===== src/sv/mhse_pkg.sv =====
// ----------------------------------------------------------------------------
// mhse_pkg
// Shared types and constants for the min-heap sift engine: opcodes, controller
// states, memory port selects and the command/status bundles between the
// controller and the datapath.
// ----------------------------------------------------------------------------
package mhse_pkg;

  // Fixed field widths of the stream and configuration ports
  localparam int OPCODE_W    = 3;
  localparam int INDEX_W     = 10;
  localparam int KEY_IN_W    = 32;
  localparam int COUNT_W     = 11;
  localparam int SWAP_W      = 4;
  localparam int IN_TDATA_W  = 48;  // index, key, zero pad
  localparam int OUT_TDATA_W = 40;  // read_key, swap_count, index_error, zero pad

  // Operation codes carried in in_tuser
  typedef enum logic [OPCODE_W-1:0] {
    OP_WRITE   = 3'd0,
    OP_READ    = 3'd1,
    OP_SIFT_DN = 3'd2,
    OP_SIFT_UP = 3'd3,
    OP_BUILD   = 3'd4
  } op_t;

  // Controller states
  typedef enum logic [3:0] {
    S_IDLE,
    S_DISPATCH,
    S_READ,
    S_ISSUE,
    S_LOAD,
    S_DN_LEFT,
    S_DN_RIGHT,
    S_DN_CMP,
    S_UP_PARENT,
    S_UP_CMP,
    S_PLACE,
    S_DONE
  } state_t;

  // Memory read address select
  typedef enum logic [1:0] {
    RS_POS,
    RS_LEFT,
    RS_RIGHT,
    RS_PARENT
  } rsel_t;

  // Memory write data select
  typedef enum logic [1:0] {
    WS_KEY,
    WS_DN,
    WS_UP,
    WS_CUR
  } wsel_t;

  // Commands from controller to datapath
  typedef struct packed {
    logic  capture;     // latch an accepted input transfer
    logic  mem_wr;      // write memory at the current position
    wsel_t wsel;
    logic  mem_rd;      // issue a memory read
    rsel_t rsel;
    logic  set_err;     // flag sift index out of range
    logic  rd_capture;  // latch read data as the read result
    logic  load_cur;    // latch the moving key
    logic  dn_left;     // compare left child against the moving key
    logic  dn_step;     // move one level down
    logic  up_step;     // move one level up
    logic  build_start; // start build at position one
    logic  build_next;  // advance build to the next position
    logic  out_load;    // load the result register
  } ctrl_cmd_t;

  // Status from datapath to controller
  typedef struct packed {
    op_t  op;
    logic idx_ok;       // index lies inside the memory
    logic idx_err;      // index at or beyond the live count
    logic build_empty;  // live count of zero or one
    logic left_ok;      // left child exists
    logic dn_swap;      // a child is strictly smaller
    logic pos_zero;     // position is the root
    logic up_swap;      // parent is strictly larger
    logic build_more;   // build has positions left
  } dp_status_t;

endpackage


===== src/sv/mhse_ctrl.sv =====
// ----------------------------------------------------------------------------
// mhse_ctrl
// Controller of the min-heap sift engine: sequences write, read, sift down,
// sift up and build over the datapath and owns the stream handshakes.
// ----------------------------------------------------------------------------
module mhse_ctrl (
  input  logic                  clk,
  input  logic                  rst_n,
  input  logic                  in_tvalid,
  output logic                  in_tready,
  output logic                  out_tvalid,
  input  logic                  out_tready,
  input  mhse_pkg::dp_status_t  status,
  output mhse_pkg::ctrl_cmd_t   cmd
);
  import mhse_pkg::*;

  state_t state_r, state_nxt;
  logic   out_valid_r, out_valid_nxt;

  // State and output valid registers
  always_ff @(posedge clk) begin
    if (!rst_n) begin
      state_r     <= S_IDLE;
      out_valid_r <= 1'b0;
    end else begin
      state_r     <= state_nxt;
      out_valid_r <= out_valid_nxt;
    end
  end

  // Result slot: fill on load, drain on transfer
  always_comb begin
    if (cmd.out_load) begin
      out_valid_nxt = 1'b1;
    end else if (out_tready) begin
      out_valid_nxt = 1'b0;
    end else begin
      out_valid_nxt = out_valid_r;
    end
  end

  assign out_tvalid = out_valid_r;

  // Next state and commands
  always_comb begin
    state_nxt = state_r;
    cmd       = '0;
    in_tready = 1'b0;
    unique case (state_r)
      S_IDLE: begin
        // Hold off the input while reset is asserted
        in_tready = rst_n;
        if (in_tvalid && rst_n) begin
          cmd.capture = 1'b1;
          state_nxt   = S_DISPATCH;
        end
      end
      S_DISPATCH: begin
        unique case (status.op)
          OP_WRITE: begin
            cmd.mem_wr = status.idx_ok;
            cmd.wsel   = WS_KEY;
            state_nxt  = S_DONE;
          end
          OP_READ: begin
            if (status.idx_ok) begin
              cmd.mem_rd = 1'b1;
              cmd.rsel   = RS_POS;
              state_nxt  = S_READ;
            end else begin
              state_nxt  = S_DONE;
            end
          end
          OP_SIFT_DN, OP_SIFT_UP: begin
            if (status.idx_err) begin
              cmd.set_err = 1'b1;
              state_nxt   = S_DONE;
            end else begin
              state_nxt   = S_ISSUE;
            end
          end
          OP_BUILD: begin
            if (status.build_empty) begin
              state_nxt = S_DONE;
            end else begin
              cmd.build_start = 1'b1;
              state_nxt       = S_ISSUE;
            end
          end
          default: begin
            state_nxt = S_DONE;
          end
        endcase
      end
      S_READ: begin
        cmd.rd_capture = 1'b1;
        state_nxt      = S_DONE;
      end
      S_ISSUE: begin
        cmd.mem_rd = 1'b1;
        cmd.rsel   = RS_POS;
        state_nxt  = S_LOAD;
      end
      S_LOAD: begin
        cmd.load_cur = 1'b1;
        state_nxt    = (status.op == OP_SIFT_DN) ? S_DN_LEFT : S_UP_PARENT;
      end
      S_DN_LEFT: begin
        if (status.left_ok) begin
          cmd.mem_rd = 1'b1;
          cmd.rsel   = RS_LEFT;
          state_nxt  = S_DN_RIGHT;
        end else begin
          state_nxt  = S_PLACE;
        end
      end
      S_DN_RIGHT: begin
        cmd.mem_rd  = 1'b1;
        cmd.rsel    = RS_RIGHT;
        cmd.dn_left = 1'b1;
        state_nxt   = S_DN_CMP;
      end
      S_DN_CMP: begin
        if (status.dn_swap) begin
          cmd.mem_wr  = 1'b1;
          cmd.wsel    = WS_DN;
          cmd.dn_step = 1'b1;
          state_nxt   = S_DN_LEFT;
        end else begin
          state_nxt   = S_PLACE;
        end
      end
      S_UP_PARENT: begin
        if (status.pos_zero) begin
          state_nxt  = S_PLACE;
        end else begin
          cmd.mem_rd = 1'b1;
          cmd.rsel   = RS_PARENT;
          state_nxt  = S_UP_CMP;
        end
      end
      S_UP_CMP: begin
        if (status.up_swap) begin
          cmd.mem_wr  = 1'b1;
          cmd.wsel    = WS_UP;
          cmd.up_step = 1'b1;
          state_nxt   = S_UP_PARENT;
        end else begin
          state_nxt   = S_PLACE;
        end
      end
      S_PLACE: begin
        cmd.mem_wr = 1'b1;
        cmd.wsel   = WS_CUR;
        if (status.op == OP_BUILD && status.build_more) begin
          cmd.build_next = 1'b1;
          state_nxt      = S_ISSUE;
        end else begin
          state_nxt      = S_DONE;
        end
      end
      S_DONE: begin
        if (!out_valid_r || out_tready) begin
          cmd.out_load = 1'b1;
          state_nxt    = S_IDLE;
        end
      end
      default: begin
        state_nxt = S_IDLE;
      end
    endcase
  end

  // The key memory is never asked to read and write in one cycle
  a_no_rd_wr: assert property (@(posedge clk) disable iff (!rst_n)
    !(cmd.mem_rd && cmd.mem_wr))
    else $error("memory read and write issued together");

  // A result is loaded only into a free or draining slot
  a_out_free: assert property (@(posedge clk) disable iff (!rst_n)
    cmd.out_load |-> (!out_valid_r || out_tready))
    else $error("result register overwritten");

  // The moving key is latched in the cycle after its read was issued
  a_load_after_issue: assert property (@(posedge clk) disable iff (!rst_n)
    (state_r == S_LOAD) |-> $past(state_r == S_ISSUE))
    else $error("key load without preceding read");

  // The child compare sees the right child read issued in the cycle before
  a_cmp_after_right: assert property (@(posedge clk) disable iff (!rst_n)
    (state_r == S_DN_CMP) |-> $past(state_r == S_DN_RIGHT))
    else $error("child compare out of sequence");

  // An accepted transfer is dispatched in the next cycle
  a_accept_dispatch: assert property (@(posedge clk) disable iff (!rst_n)
    cmd.capture |=> (state_r == S_DISPATCH))
    else $error("accepted item not dispatched");

endmodule


===== config.mk =====
export PLATFORM = sky130hd
export DESIGN_NAME = mhse_ctrl
export DESIGN_NICKNAME = d
export VERILOG_FILES = /design/src/sv/mhse_pkg.sv /design/src/sv/mhse_ctrl.sv
export SDC_FILE = /design/constraint.sdc
export NUM_CORES = 1
export LEC_CHECK = 0
export BUFFER_PORTS_ARGS = -buffer_cell sky130_fd_sc_hd__buf_2
export CAP_MARGIN = 15
export CORE_UTILIZATION = 47
export CTS_CLUSTER_SIZE = 40
export DETAILED_ROUTE_END_ITERATION = 8
export PLACE_DENSITY = 0.78
export SETUP_SLACK_MARGIN = 0.4
export SLEW_MARGIN = 20
export SYNTH_ARGS = -nofsm -noshare
export SYNTH_HDL_FRONTEND = slang
export SYNTH_SLANG_ARGS = --single-unit
export TNS_END_PERCENT = 5

===== constraint.sdc =====
create_clock -name clk -period 4.15 [get_ports clk]
set_input_delay 0.6225 -clock clk [delete_from_list [all_inputs] [get_ports clk]]
set_output_delay 0.6225 -clock clk [all_outputs]
set_load 0.05 [all_outputs]

After elaboration in Yosys (flattened, before gate mapping)
Index checks and enable logic that the tools add are counted.
{ "word_totals": {"register_bits": 5, "latch_bits": 0, "ramBits": 0, "romBits": 0, "in_bits": 15, "output_inout_bits": 18, "wordCells": 72, "mem_count": 0} }
{ "classes": {"n_addsub": 0, "multipliers": 0, "n_div": 0, "order_cmp": 0, "eq_ne": 17, "shift": 0, "mux": 44, "bitwise": 0, "reduce_logical": 9} }
{ "op_table": {"columns": ["operator", "count"], "rows": [
  ["one-hot mux 4 bit (12 select lines)", 1],
  ["2-to-1 mux 4 bit", 9],
  ["2-to-1 mux 1 bit", 22],
  ["2-to-1 mux 3 bit", 7],
  ["== test 4 x 3 -> 1 bit, second input constant", 4],
  ["== test 4 bit, second input constant", 4],
  ["one-hot mux 3 bit (5 select lines)", 1],
  ["one-hot mux 3 bit (4 select lines)", 1],
  ["one-hot mux 4 bit (3 select lines)", 1],
  ["== test 4 x 2 -> 1 bit, second input constant", 2],
  ["== test 3 x 2 -> 1 bit, second input constant", 2],
  ["== test 4 x 1 -> 1 bit, second input constant", 1],
  ["logical NOT 4 bit", 1],
  ["2-to-1 mux 2 bit", 2],
  ["inequality test 2 bit, second input constant", 2],
  ["== test 3 x 1 -> 1 bit, second input constant", 1],
  ["== test 3 bit, second input constant", 1],
  ["logical NOT 3 bit", 1],
  ["logical AND 1 bit", 2],
  ["AND reduction 2 bit", 1],
  ["nonzero test 2 bit", 1],
  ["OR reduction 2 bit", 1],
  ["logical NOT 1 bit", 1],
  ["logical OR 1 bit", 1]
]} }

Longest topological paths before layout
{ "logic_depth": {"depth_word": 5, "mapped_depth": 6} }

Least setup slack after synthesis
No wires, ideal clock.
{ "synth_path": {"path_kind": "input to output", "startpoint": "in status[3] (netlist name)", "endpoint": "out cmd[14] (netlist name)", "arrival_ps": 2376, "required_ps": 3527, "setup_slack_ps": 1151, "stages": 4, "cell_sequence": "nand2_1 > or3_1 > a21oi_1 > a311o_1"} }
{ "synth_rtl": {"columns": ["item", "line", "source"], "rows": [
  ["start: declaration", "mhse_ctrl.sv:13", "input mhse_pkg::dp_status_t status,"],
  ["end: declaration", "mhse_ctrl.sv:14", "output mhse_pkg::ctrl_cmd_t cmd"]
]} }

==> impl_metrics.toml <==
[status]
status = "finished clean"

[global_routing]
grt_pass1_wl_um = 2725
grt_pass1_vias = 658
grtUsageTotal = 0.2571
antenna_found_initial = 0
grt_overflow = 0
grt_start_max_net_pins = 21

[routing]
wire_per_inst_um = 12.65
vias = 870
drt_wl_total_um = 1821
drt.antenna.violating_nets = 0
routed_via_density = 6.042
drc = 0
drtIter0Drc = 19
firstDrtPassIters = 4

[critical_path]
worstPathMaxFanout = 20
cp.required_ns = 3.53
arrival_ns = 2.07
startpoint_type = "register"
end_kind = "output port"
path_class = "reg -> out"

[sta]
whs_ns = 0.5715
hold_viol = 0
clock.fmax_mhz = 371.5
period_share = 0.6487
finalSetupViolations = 0
skew_ns = 0.002566
timing.setup.tns_ns = 0
maxSlewViolCount = 0
timing.slew.headroom = 0.6057
layout_min_cycle_time_ns = 2.692
worstMarginPinSlew_ns = 0.5907
rsz0062_at_grt = "no"

[clocking]
cts_made_buffers = 3
holdBufCountCts = 0
clock_latency_ns = 0.24
post_cts_buffers = 0
h-tree-depth = 1
cts.path.max_buffers = 2
path_clk_slew_ns = 0.04
cts_tree = "done"
post_cts_resized = 0
root_buffer = "clkbuf_4"
clock_sinks = 5

[logic_synthesis]
ys_ff_latch = 5
yosysWarnings = 0
synthFlopType = "dfxtp_1"
syn-instance-count = 99
async_flop_share = 0
yosysUniqueCellTypes = 38
avgSynthCellArea_sq_um = 6.559
synth-seq-area-share = 0.1541
synth_enable_flop_cells = 0
syn_area_sq_um = 649.4
synth_nets = 114

[layout]
syn_to_final_growth_pct = 26.97
final_cell_mix = "32 x buf_2, 11 x nor2_1, 11 x a21oi_1, 10 x nand2_1, 6 x nor3_1"
fillCellCount = 131
layout_commonest_cell = "buf_2"
antenna_cells = 0
drive_gt1_frac = 0.2946
nets = 145

[run]
drv_cap = 0

[place]
io_buffers = 32
hpwl_um = 1392
gp_congestion = 0.9147

[die]
dieArea_sq_mm = 0.001534
core_area_sq_mm = 0.001285
ioPinCount = 33
fp.dieW_um = 39.17
die_y_um = 39.17
initial_utilization = 0.5054
num_rows = 13

[power_and_ir_drop]
ir_drop_uv = 320.1
p_leak_nw = 0.3698
power_density_mw_per_mm2 = 609.2

[min_path]
hold_class = "reg -> reg"
## kinds of logic (layout without fill, tap and decap cells)
group | count (synthesis) | count (layout) | share of synthesized area
AND/OR/NAND/NOR | 51 | 51 | 0.4259
AO/OA/AOI/OAI | 32 | 32 | 0.3257
buffers and inverters | 9 | 39 | 0.06358
flip-flops | 5 | 5 | 0.1541
XOR/XNOR | 1 | 1 | 0.01349
multiplexers | 1 | 1 | 0.01734
## synthesized netlist by cell type, drive strengths merged, types with 2 or more instances
library cell  number  area [sq um]
nor3               6         30.03
o22ai              3         18.77
a21oi             11         55.05
nand3b             4         30.03
dfxtp              5         100.1
o21ai              3         15.01
nand3              2         10.01
clkbuf             2         7.510
nor2              11         41.29
a31oi              3         18.77
nor2b              3         18.77
nor3b              2         20.02
buf                4         22.52
o31a               2         17.52
and3               2         12.51
inv                3         11.26
nand2             10         37.54
nand2b             3         18.77
or3                3         18.77
## power breakdown
part	leakage, nW	switching, mW	internal, mW
Sequential	0.0411	0.0553	0.0634
Clock	0.0150	0.0178	0.0362
Combinational	0.314	0.222	0.107
## critical path, stage by stage (launching register included)
cell	delay, ns
dfxtp_1	0.69
nand2_1	0.20
or3_1	0.34
a21oi_1	0.20
a311o_1	0.14
buf_2	0.26
## sequential cells by signal, indices dropped and copies added, names as in the netlist
name        count
state_r         4
out_tvalid      1
## area by class of cell
class / count / area (sq um) / share of cell area
timing repair buffer: 32 / 160.2 / 0.1942
multi-input combinational: 85 / 508.0 / 0.6161
sequential: 5 / 100.1 / 0.1214
inverter: 3 / 11.26 / 0.01366
tap: 15 / 18.77 / 0.02276
clock buffer: 4 / 26.28 / 0.03187
## routing by layer
layer / vias up / part of all wire / global-route usage
met5: - / 0 / 0
met4: 0 / 0.0099 / 0.03448
met3: 4 / 0.063 / 0.1040
met2: 29 / 0.51 / 0.4375
met1: 404 / 0.42 / 0.3058
li1: 433 / - / -
## per-stage QoR
step                cell area [sq um]  utilization  instances  power, mW  setup WS (ns)
finish                          824.5       0.6417        144     0.5023          1.458
global route                    824.5       0.6417        144     0.5351          1.356
CTS                             824.5       0.6417        144     0.4995          1.490
detailed placement              798.3       0.6212        140     0.4429          1.753
global placement                798.3       0.6212        140     0.4386          1.765
floorplan                       649.4            -         99     0.3755          1.151
## final timing paths
path	end	cells past startpoint	slack (ns)	from
max reg2reg	state_r[3]	4	2.38	state_r[3]
max	cmd[14]	5	1.46	state_r[2]
min	out_tvalid	2	0.57	out_tvalid
min reg2reg	out_tvalid	2	0.57	out_tvalid
No activity file was read; power rests on OpenSTA's default activity.
